$ cat src/rtl/kbad_pkg.sv
// ----------------------------------------------------------------------------
// kbad_pkg
// Shared types and constants for the Kahan box-average downsampler.
// ----------------------------------------------------------------------------
package kbad_pkg;

    localparam int          COUNT_WIDTH_DEF = 16;
    localparam int          BOX_W           = 16;
    localparam logic [15:0] BOX_SIZE_RST    = 16'd1;

    localparam logic [10:0] EXP_INF      = 11'h7FF;
    localparam logic [63:0] QNAN_DEFAULT = 64'hFFF8_0000_0000_0000;
    localparam logic [63:0] QUIET_BIT    = 64'h0008_0000_0000_0000;

    // input item kinds (tuser)
    localparam logic OP_SAMPLE = 1'b0;
    localparam logic OP_FLUSH  = 1'b1;

    typedef enum logic [1:0] {
        FOP_ADD = 2'd0,
        FOP_SUB = 2'd1,
        FOP_DIV = 2'd2
    } t_fop;

    typedef struct packed {
        logic start;
        t_fop op;
    } t_fpu_req;

endpackage

$ cat src/rtl/kbad_fpu.sv
// ----------------------------------------------------------------------------
// kbad_fpu
// Shared double-precision unit: add/subtract in four steps, division of a
// double by an unsigned count one quotient bit per cycle, common normalise
// and round-to-nearest-even.
// ----------------------------------------------------------------------------
module kbad_fpu
    import kbad_pkg::*;
#(
    parameter int COUNT_WIDTH = COUNT_WIDTH_DEF
) (
    input  logic                   i_clk,
    input  logic                   i_rst_n,
    input  t_fpu_req               i_req,
    input  logic [63:0]            i_a,
    input  logic [63:0]            i_b,
    input  logic [COUNT_WIDTH-1:0] i_n,
    output logic                   o_done,
    output logic [63:0]            o_result
);

    localparam int K   = COUNT_WIDTH + 3;
    localparam int QW  = 53 + K;
    localparam int MW  = QW + 3;
    localparam int LZW = $clog2(MW);
    localparam int DCW = $clog2(QW);

    typedef enum logic [4:0] {
        F_IDLE = 5'b00001,
        F_ADD  = 5'b00010,
        F_DIV  = 5'b00100,
        F_NORM = 5'b01000,
        F_RND  = 5'b10000
    } t_fstate;

    function automatic logic [LZW-1:0] clz(input logic [MW-2:0] v);
        logic [LZW-1:0] z;
        z = LZW'(MW - 1);
        for (int i = 0; i < MW - 1; i++) begin
            if (v[i]) begin
                z = LZW'(MW - 2 - i);
            end
        end
        return z;
    endfunction

    t_fstate          r_state, n_state;
    logic             r_done, n_done;
    logic [63:0]      r_result, n_result;
    logic [55:0]      r_big, n_big, r_small, n_small;
    logic [MW-1:0]    r_man, n_man;
    logic [11:0]      r_e, n_e;
    logic             r_sign, n_sign, r_zsign, n_zsign, r_effsub, n_effsub;
    logic             r_st, n_st;
    logic             r_spec, n_spec;
    logic [63:0]      r_spec_val, n_spec_val;
    logic [QW-1:0]    r_num, n_num;
    logic [COUNT_WIDTH-1:0] r_rem, n_rem, r_n, n_n;
    logic [DCW-1:0]   r_dcnt, n_dcnt;

    // operand unpack
    logic        sa, sb;
    logic [10:0] ea, eb, ea_e, eb_e, e_big, e_small, diff;
    logic [51:0] fa, fb;
    logic [52:0] ma, mb, m_small;
    logic        a_nan, b_nan, a_inf, b_inf, b_gt, far;
    logic [55:0] small56, shifted;
    logic        lost;
    logic [56:0] sum57;
    logic [COUNT_WIDTH:0]   trial;
    logic                   qbit;
    logic [COUNT_WIDTH-1:0] rem_nx;
    logic [QW-1:0]          num_nx;
    logic [LZW-1:0] lz;
    logic [11:0]    lz_e, lim, sh;
    logic [51:0]    frac;
    logic           grd, stk, inc;
    logic [62:0]    mag;

    always_comb begin
        sa    = i_a[63];
        ea    = i_a[62:52];
        fa    = i_a[51:0];
        sb    = i_b[63] ^ (i_req.op == FOP_SUB);
        eb    = i_b[62:52];
        fb    = i_b[51:0];
        a_nan = (ea == EXP_INF) && (fa != '0);
        b_nan = (eb == EXP_INF) && (fb != '0);
        a_inf = (ea == EXP_INF) && (fa == '0);
        b_inf = (eb == EXP_INF) && (fb == '0);
        ma    = {ea != '0, fa};
        mb    = {eb != '0, fb};
        ea_e  = (ea == '0) ? 11'd1 : ea;
        eb_e  = (eb == '0) ? 11'd1 : eb;
        b_gt  = {eb_e, mb} > {ea_e, ma};
        e_big   = b_gt ? eb_e : ea_e;
        e_small = b_gt ? ea_e : eb_e;
        m_small = b_gt ? ma : mb;
        diff    = e_big - e_small;
        far     = diff >= 11'd56;
        small56 = {m_small, 3'b000};
        shifted = far ? '0 : (small56 >> diff[5:0]);
        lost    = far ? (|small56) : (|(small56 & ~({56{1'b1}} << diff[5:0])));

        sum57 = r_effsub ? ({1'b0, r_big} - {1'b0, r_small})
                         : ({1'b0, r_big} + {1'b0, r_small});

        trial  = {r_rem, r_num[QW-1]};
        qbit   = trial >= {1'b0, r_n};
        rem_nx = qbit ? COUNT_WIDTH'(trial - {1'b0, r_n}) : trial[COUNT_WIDTH-1:0];
        num_nx = {r_num[QW-2:0], qbit};

        lz   = clz(r_man[MW-2:0]);
        lz_e = 12'(lz);
        lim  = r_e - 12'd1;
        sh   = (lz_e < lim) ? lz_e : lim;

        frac = r_man[MW-3:MW-54];
        grd  = r_man[MW-55];
        stk  = (|r_man[MW-56:0]) | r_st;
        inc  = grd & (stk | frac[0]);
        mag  = {(r_man[MW-2] ? r_e[10:0] : 11'd0), frac} + 63'(inc);
        if (r_e >= 12'd2047) begin
            mag = {EXP_INF, 52'd0};
        end
    end

    always_comb begin
        n_state    = r_state;
        n_done     = 1'b0;
        n_result   = r_result;
        n_big      = r_big;
        n_small    = r_small;
        n_man      = r_man;
        n_e        = r_e;
        n_sign     = r_sign;
        n_zsign    = r_zsign;
        n_effsub   = r_effsub;
        n_st       = r_st;
        n_spec     = r_spec;
        n_spec_val = r_spec_val;
        n_num      = r_num;
        n_rem      = r_rem;
        n_n        = r_n;
        n_dcnt     = r_dcnt;
        unique case (r_state)
            F_IDLE: begin
                if (i_req.start) begin
                    if (i_req.op == FOP_DIV) begin
                        n_num      = {ma, {K{1'b0}}};
                        n_rem      = '0;
                        n_n        = i_n;
                        n_dcnt     = DCW'(QW - 1);
                        n_e        = {1'b0, ea_e};
                        n_sign     = sa;
                        n_spec     = a_nan | a_inf;
                        n_spec_val = a_nan ? (i_a | QUIET_BIT) : i_a;
                        n_state    = F_DIV;
                    end else begin
                        n_big    = {(b_gt ? mb : ma), 3'b000};
                        n_small  = {shifted[55:1], shifted[0] | lost};
                        n_e      = {1'b0, e_big};
                        n_sign   = b_gt ? sb : sa;
                        n_effsub = sa ^ sb;
                        n_zsign  = sa & sb;
                        n_spec   = a_nan | b_nan | a_inf | b_inf;
                        if (a_nan) begin
                            n_spec_val = i_a | QUIET_BIT;
                        end else if (b_nan) begin
                            n_spec_val = i_b | QUIET_BIT;
                        end else if (a_inf && b_inf && (sa != sb)) begin
                            n_spec_val = QNAN_DEFAULT;
                        end else if (a_inf) begin
                            n_spec_val = i_a;
                        end else begin
                            n_spec_val = {sb, i_b[62:0]};
                        end
                        n_state = F_ADD;
                    end
                end
            end
            F_ADD: begin
                n_man   = {sum57, {(MW-57){1'b0}}};
                n_st    = 1'b0;
                n_sign  = (sum57 == '0) ? r_zsign : r_sign;
                n_state = F_NORM;
            end
            F_DIV: begin
                n_num = num_nx;
                n_rem = rem_nx;
                if (r_dcnt == '0) begin
                    n_man   = {1'b0, num_nx, 2'b00};
                    n_st    = rem_nx != '0;
                    n_state = F_NORM;
                end else begin
                    n_dcnt = r_dcnt - 1'b1;
                end
            end
            F_NORM: begin
                if (r_man[MW-1]) begin
                    n_man = r_man >> 1;
                    n_st  = r_st | r_man[0];
                    n_e   = r_e + 12'd1;
                end else begin
                    n_man = r_man << sh;
                    n_e   = r_e - sh;
                end
                n_state = F_RND;
            end
            F_RND: begin
                n_result = r_spec ? r_spec_val : {r_sign, mag};
                n_done   = 1'b1;
                n_state  = F_IDLE;
            end
            default: begin
                n_state = F_IDLE;
            end
        endcase
    end

    always_ff @(posedge i_clk) begin
        if (!i_rst_n) begin
            r_state <= F_IDLE;
            r_done  <= 1'b0;
        end else begin
            r_state <= n_state;
            r_done  <= n_done;
        end
        r_result   <= n_result;
        r_big      <= n_big;
        r_small    <= n_small;
        r_man      <= n_man;
        r_e        <= n_e;
        r_sign     <= n_sign;
        r_zsign    <= n_zsign;
        r_effsub   <= n_effsub;
        r_st       <= n_st;
        r_spec     <= n_spec;
        r_spec_val <= n_spec_val;
        r_num      <= n_num;
        r_rem      <= n_rem;
        r_n        <= n_n;
        r_dcnt     <= n_dcnt;
    end

    assign o_done   = r_done;
    assign o_result = r_result;

    a_start_idle: assert property (@(posedge i_clk) disable iff (!i_rst_n)
        i_req.start |-> r_state == F_IDLE)
        else $error("fpu started while busy");

    a_done_after_rnd: assert property (@(posedge i_clk) disable iff (!i_rst_n)
        r_state == F_RND |=> r_done && r_state == F_IDLE)
        else $error("fpu round step did not complete");

    a_div_count: assert property (@(posedge i_clk) disable iff (!i_rst_n)
        (r_state == F_DIV && r_dcnt != '0) |=> r_state == F_DIV)
        else $error("divide left early");

endmodule

$ cat src/rtl/kahan_box_average_downsampler_unit.sv
// ----------------------------------------------------------------------------
// kahan_box_average_downsampler_unit
// Box-average downsampler of doubles with Kahan compensated summation.
// ----------------------------------------------------------------------------
// channel   | handshake                    | payload
// s_axis    | s_axis_tvalid/s_axis_tready  | tdata = sample, tuser = op
// m_axis    | m_axis_tvalid/m_axis_tready  | tdata = average, tuser = partial
// cfg       | i_cfg_valid/o_cfg_ready      | i_cfg_data = box_size
//
// A sample item makes four dependent add/subtract passes through the
// shared unit. Closing a box adds the bit-serial divide and the output
// load; a flush of a nonempty box does the same. Reset is synchronous,
// active low. The next item is taken while a result waits on m_axis; a
// further result waits for the output register to empty.
// ----------------------------------------------------------------------------
module kahan_box_average_downsampler_unit
    import kbad_pkg::*;
#(
    parameter int COUNT_WIDTH = COUNT_WIDTH_DEF
) (
    input  logic             i_clk,
    input  logic             i_rst_n,
    input  logic             s_axis_tvalid,
    output logic             s_axis_tready,
    input  logic [63:0]      s_axis_tdata,   // [63:0] sample
    input  logic             s_axis_tuser,   // [0] op
    output logic             m_axis_tvalid,
    input  logic             m_axis_tready,
    output logic [63:0]      m_axis_tdata,   // [63:0] average
    output logic             m_axis_tuser,   // [0] partial
    input  logic             i_cfg_valid,
    output logic             o_cfg_ready,
    input  logic [BOX_W-1:0] i_cfg_data
);

    localparam int SW = (COUNT_WIDTH > BOX_W) ? COUNT_WIDTH : BOX_W;
    localparam logic [SW-1:0] CNT_MAX = SW'({COUNT_WIDTH{1'b1}});

    typedef enum logic [6:0] {
        S_IDLE = 7'b0000001,
        S_Y    = 7'b0000010,
        S_T    = 7'b0000100,
        S_D    = 7'b0001000,
        S_C    = 7'b0010000,
        S_DIV  = 7'b0100000,
        S_OUT  = 7'b1000000
    } t_state;

    t_state                 r_state, n_state;
    logic [BOX_W-1:0]       r_box;
    logic [63:0]            r_sum, n_sum, r_comp, n_comp, r_y, n_y, r_t, n_t;
    logic [63:0]            r_avg, n_avg;
    logic [COUNT_WIDTH-1:0] r_cnt, n_cnt;
    logic                   r_partial, n_partial;
    logic                   r_out_valid, n_out_valid;
    logic [63:0]            r_out_data, n_out_data;
    logic                   r_out_partial, n_out_partial;

    t_fpu_req               fpu_req;
    logic [63:0]            fpu_a, fpu_b, fpu_res;
    logic [COUNT_WIDTH-1:0] fpu_n;
    logic                   fpu_done;

    logic                   in_acc;
    logic [COUNT_WIDTH-1:0] cnt_inc;
    logic [SW-1:0]          box_ext, eff_size;
    logic                   box_full;

    assign in_acc        = s_axis_tvalid & s_axis_tready;
    assign s_axis_tready = r_state == S_IDLE;
    assign o_cfg_ready   = 1'b1;
    assign cnt_inc       = r_cnt + 1'b1;

    always_comb begin
        box_ext  = SW'(r_box);
        eff_size = box_ext;
        if (box_ext == '0) begin
            eff_size = SW'(1);
        end
        if (box_ext > CNT_MAX) begin
            eff_size = CNT_MAX;
        end
        box_full = SW'(cnt_inc) >= eff_size;
    end

    always_comb begin
        fpu_req.start = 1'b0;
        fpu_req.op    = FOP_ADD;
        fpu_a         = r_sum;
        fpu_b         = r_comp;
        fpu_n         = r_cnt;
        n_state       = r_state;
        n_sum         = r_sum;
        n_comp        = r_comp;
        n_y           = r_y;
        n_t           = r_t;
        n_avg         = r_avg;
        n_cnt         = r_cnt;
        n_partial     = r_partial;
        n_out_valid   = r_out_valid & ~m_axis_tready;
        n_out_data    = r_out_data;
        n_out_partial = r_out_partial;
        unique case (r_state)
            S_IDLE: begin
                if (in_acc) begin
                    if (s_axis_tuser == OP_SAMPLE) begin
                        fpu_req.start = 1'b1;
                        fpu_req.op    = FOP_SUB;
                        fpu_a         = s_axis_tdata;
                        fpu_b         = r_comp;
                        n_state       = S_Y;
                    end else if (r_cnt != '0) begin
                        fpu_req.start = 1'b1;
                        fpu_req.op    = FOP_DIV;
                        n_partial     = 1'b1;
                        n_state       = S_DIV;
                    end
                end
            end
            S_Y: begin
                if (fpu_done) begin
                    n_y           = fpu_res;
                    fpu_req.start = 1'b1;
                    fpu_req.op    = FOP_ADD;
                    fpu_a         = r_sum;
                    fpu_b         = fpu_res;
                    n_state       = S_T;
                end
            end
            S_T: begin
                if (fpu_done) begin
                    n_t           = fpu_res;
                    fpu_req.start = 1'b1;
                    fpu_req.op    = FOP_SUB;
                    fpu_a         = fpu_res;
                    fpu_b         = r_sum;
                    n_state       = S_D;
                end
            end
            S_D: begin
                if (fpu_done) begin
                    fpu_req.start = 1'b1;
                    fpu_req.op    = FOP_SUB;
                    fpu_a         = fpu_res;
                    fpu_b         = r_y;
                    n_state       = S_C;
                end
            end
            S_C: begin
                if (fpu_done) begin
                    n_comp = fpu_res;
                    n_sum  = r_t;
                    n_cnt  = cnt_inc;
                    if (box_full) begin
                        fpu_req.start = 1'b1;
                        fpu_req.op    = FOP_DIV;
                        fpu_a         = r_t;
                        fpu_n         = cnt_inc;
                        n_partial     = 1'b0;
                        n_state       = S_DIV;
                    end else begin
                        n_state = S_IDLE;
                    end
                end
            end
            S_DIV: begin
                if (fpu_done) begin
                    n_avg   = fpu_res;
                    n_sum   = '0;
                    n_comp  = '0;
                    n_cnt   = '0;
                    n_state = S_OUT;
                end
            end
            S_OUT: begin
                if (!r_out_valid || m_axis_tready) begin
                    n_out_valid   = 1'b1;
                    n_out_data    = r_avg;
                    n_out_partial = r_partial;
                    n_state       = S_IDLE;
                end
            end
            default: begin
                n_state = S_IDLE;
            end
        endcase
    end

    always_ff @(posedge i_clk) begin
        if (!i_rst_n) begin
            r_state     <= S_IDLE;
            r_box       <= BOX_SIZE_RST;
            r_sum       <= '0;
            r_comp      <= '0;
            r_cnt       <= '0;
            r_out_valid <= 1'b0;
        end else begin
            r_state     <= n_state;
            r_sum       <= n_sum;
            r_comp      <= n_comp;
            r_cnt       <= n_cnt;
            r_out_valid <= n_out_valid;
            if (i_cfg_valid && o_cfg_ready) begin
                r_box <= i_cfg_data;
            end
        end
        r_y           <= n_y;
        r_t           <= n_t;
        r_avg         <= n_avg;
        r_partial     <= n_partial;
        r_out_data    <= n_out_data;
        r_out_partial <= n_out_partial;
    end

    kbad_fpu #(
        .COUNT_WIDTH(COUNT_WIDTH)
    ) u_fpu (
        .i_clk    (i_clk),
        .i_rst_n  (i_rst_n),
        .i_req    (fpu_req),
        .i_a      (fpu_a),
        .i_b      (fpu_b),
        .i_n      (fpu_n),
        .o_done   (fpu_done),
        .o_result (fpu_res)
    );

    assign m_axis_tvalid = r_out_valid;
    assign m_axis_tdata  = r_out_data;
    assign m_axis_tuser  = r_out_partial;

    a_out_clears_box: assert property (@(posedge i_clk) disable iff (!i_rst_n)
        r_state == S_OUT |-> r_cnt == '0)
        else $error("box not cleared after average");

    a_empty_flush: assert property (@(posedge i_clk) disable iff (!i_rst_n)
        (in_acc && s_axis_tuser == OP_FLUSH && r_cnt == '0) |=> r_state == S_IDLE)
        else $error("flush of empty box started work");

    a_done_when_waiting: assert property (@(posedge i_clk) disable iff (!i_rst_n)
        fpu_done |-> (r_state == S_Y || r_state == S_T || r_state == S_D
                      || r_state == S_C || r_state == S_DIV))
        else $error("unit result with no step waiting");

endmodule

$ cat config.mk
export PLATFORM = sky130hd
export DESIGN_NAME = kahan_box_average_downsampler_unit
export DESIGN_NICKNAME = d
export VERILOG_FILES = /design/src/rtl/kbad_pkg.sv /design/src/rtl/kbad_fpu.sv /design/src/rtl/kahan_box_average_downsampler_unit.sv
export SDC_FILE = /design/constraint.sdc
export NUM_CORES = 2
export LEC_CHECK = 0
export ABC_CLOCK_PERIOD_IN_PS = 14700
export BUFFER_PORTS_ARGS = -buffer_cell sky130_fd_sc_hd__buf_4
export CELL_PAD_IN_SITES_DETAIL_PLACEMENT = 1
export CELL_PAD_IN_SITES_GLOBAL_PLACEMENT = 2
export CORE_AREA = 2 2 449 451
export DETAILED_ROUTE_END_ITERATION = 10
export DIE_AREA = 0 0 451 453
export PLACE_DENSITY = 0.59
export REMOVE_ABC_BUFFERS = 1
export SKIP_LAST_GASP = 1
export SLEW_MARGIN = 20
export SYNTH_ARGS = -nofsm -noshare
export SYNTH_HDL_FRONTEND = slang
export SYNTH_SLANG_ARGS = --single-unit
export TNS_END_PERCENT = 5
$ cat constraint.sdc
create_clock -name i_clk -period 14.7 [get_ports i_clk]
set_input_delay 2.205 -clock i_clk [delete_from_list [all_inputs] [get_ports i_clk]]
set_output_delay 2.205 -clock i_clk [all_outputs]
set_load 0.005 [all_outputs]
==> impl_metrics.env <==
export IMPL_p_per_area_mw_per_mm2=116.6
export IMPL_crit_type="flop to flop"
export IMPL_finalWorstSetupSlack_ns=2.672
export IMPL_coreArea_mm2=0.1992
export IMPL_fin_crit_sh=0.8182
export IMPL_avgSynthCellArea_um2=9.338
export IMPL_final_util=0.3426
export IMPL_antenna_found_initial=20
export IMPL_clock_path_buffers=3
export IMPL_cts_buffers=111
export IMPL_cts_tree="done"
export IMPL_fin_crit_ns=12.03
export IMPL_ioPinCount=154
export IMPL_ys_ff_latch=872
export IMPL_grt_pass1_vias=54614
export IMPL_syn_cell_area_mm2=0.05964
export IMPL_cp_start_kind="flop"
export IMPL_hpwlAfterDp_mm=229.7
export IMPL_final_common_cell="edfxtp_1"
export IMPL_hold_viol=0
export IMPL_outcome="complete, no violations"
export IMPL_vias=54145
export IMPL_synth_compound_area_frac=0.2165
export IMPL_nNetsFinal=6707
export IMPL_row_count=164
export IMPL_stdcell_area_mm2=0.06825
export IMPL_place_area_mm2=0.06423
export IMPL_dieArea_mm2=0.2043
export IMPL_synthArstFlopShare=0
export IMPL_yosysWarningCount=0
export IMPL_setup_viol=0
export IMPL_crit_slowest_cell="ha_4"
export IMPL_cpPeakStageDelay_ns=1.00
export IMPL_path_max_fanout=81
export IMPL_ant_nets=0
export IMPL_synth_simple_area_share=0.1466
export IMPL_maxCapViolations=0
export IMPL_ctsResizeCount=0
export IMPL_synth_cell_types=104
export IMPL_postSynthCellCount=6387
export IMPL_drcViolationCount=0
export IMPL_rsz0062_at_grt="false"
export IMPL_grt_remaining_overflow=0
export IMPL_cp_common_cell="and3_1"
export IMPL_grt_max_degree=141
export IMPL_path_delay_family="simple AND/OR/NAND/NOR gates"
export IMPL_ys_seq_area_frac=0.4098
export IMPL_clock_sink_count=872
export IMPL_grt_use_total=0.2878
export IMPL_timing_fmax_mhz=83.14
export IMPL_h_tree_depth=3
export IMPL_hp_class="flop to flop"
export IMPL_hold_ws_ns=0.4176
export IMPL_synthAdderAreaFrac=0.04989
export IMPL_wirelength_mm=302.0
export IMPL_numPortBuffers=152
export IMPL_required_ns=15.22
export IMPL_clock_latency_ns=0.82
export IMPL_synth_mux_area_frac=0.09879
export IMPL_fin_cells=9148
export IMPL_hold_buffers=0
export IMPL_layout_common_cells="698 x edfxtp_1, 563 x nand2_1, 495 x nor2_1"
export IMPL_die_h_um=453
export IMPL_worstMarginPinSlew_ns=1.234
export IMPL_syn2layout_area_growth_pct=14.44
export IMPL_max_slew_margin=0.1537
export IMPL_place_gp_congestion=0.9307
export IMPL_initial_core_util=0.2993
export IMPL_rrSetupSlack_ns=2.67
export IMPL_cp_arrival_ns=12.55
export IMPL_wire_per_inst_um=33.01
export IMPL_finClkSkew_ns=0.06581
export IMPL_die_w_um=451
export IMPL_path_clk_slew_ns=0.06
export IMPL_drt_iter0_drc=5491
export IMPL_preCtsSetupSlack_ns=2.956
export IMPL_critPathBufInv=2
export IMPL_vias_per_cell=5.919
export IMPL_ir_drop_mv=0.1143
export IMPL_synth_top_family_by_area="compound AO/OA/AOI/OAI gates"
export IMPL_postCtsSetupRepairBufs=0
export IMPL_synth_xor_area_frac=0.02658
export IMPL_dpl_cell_count=8928
export IMPL_first_pass_iters=10
export IMPL_grt_pass1_wl_mm=425.6
export IMPL_drive_gt1_frac=0.1267
export IMPL_synth_flop_cell="edfxtp_1"
export IMPL_clockRootBuffer="clkbuf_16"
export IMPL_synth_edff_count=698
export IMPL_final_max_slew_viol_count=0
export IMPL_leakagePower_nw=25.66
export IMPL_crit_path_end_kind="flop"
## per-layer routing
metal | GRT usage | wire length, um | vias up
met5 | 0 | 61 | -
met4 | 0.1257 | 14070 | 8
met3 | 0.03518 | 16220 | 391
met2 | 0.4630 | 137900 | 1763
met1 | 0.3875 | 133800 | 27961
li1 | - | - | 24022
## cell families after synthesis
group           Yosys count
flops                   872
other cells               1
simple gates           1832
buf+inv                 798
fa+ha+maj               236
compound gates         1916
xor+xnor                181
mux                     551
## final timing paths
path | start | end | depth (start not counted)
max reg2reg | r_cnt[2] | u_fpu.r_small[25] | 36
max | r_cnt[2] | u_fpu.r_small[25] | 36
min | r_avg[18] | m_axis_tdata[18] | 0
min reg2reg | r_avg[18] | m_axis_tdata[18] | 0
## metrics by stage
step / setup TNS (ns) / total power, mW
after floorplan: -616.31 / 4.155
after CTS: 0 / 7.986
after global placement: 0 / 4.918
after global routing: 0 / 8.223
final: 0 / 7.958
after detailed placement: 0 / 4.928
## cell type report
class,instances,area [um^2]
timing repair buffer,365,2765
clock buffer,126,2884
multi-input combinational,4717,32510
antenna,10,25.02
fill,22482,131000
inverter,318,1195
sequential,872,24450
clock inverter,84,1106
tap,2656,3323
## synth_stat cells (62+ instances only)
cell / instances / area (um^2)
edfxtp_1: 698 / 20960
nand2_1: 566 / 2125
nor2_1: 505 / 1896
mux2i_1: 466 / 4664
o21ai_0: 439 / 2197
a21oi_1: 410 / 2052
clkbuf_1: 351 / 1318
inv_1: 314 / 1179
ha_1: 233 / 2915
dfxtp_1: 174 / 3483
o22ai_1: 131 / 819.5
a22oi_1: 120 / 900.9
nand3_1: 120 / 600.6
nor2b_1: 118 / 738.2
xnor2_1: 106 / 928.4
nor3_1: 98 / 490.5
o21a_1: 89 / 668.1
xor2_1: 75 / 656.9
buf_1: 72 / 270.3
nand4_1: 71 / 444.2
o221a_2: 65 / 732.0
nor4_1: 62 / 387.9
## registers in the layout, indices dropped and copies added (netlist names), 56 cells and up
name,cells
r_comp,64
u_fpu.r_num,72
m_axis_tdata,64
r_avg,64
r_sum,64
u_fpu.r_man,75
u_fpu.r_small,56
r_y,64
u_fpu.o_result,64
r_t,64
u_fpu.r_spec_val,64
## report_power, final
part | switching [mW] | internal, mW | leakage (nW)
Combinational | 1.48 | 0.680 | 16.0
Clock | 1.26 | 1.78 | 1.93
Sequential | 0.0507 | 2.71 | 7.74
Power figures use the tool's default switching activity.
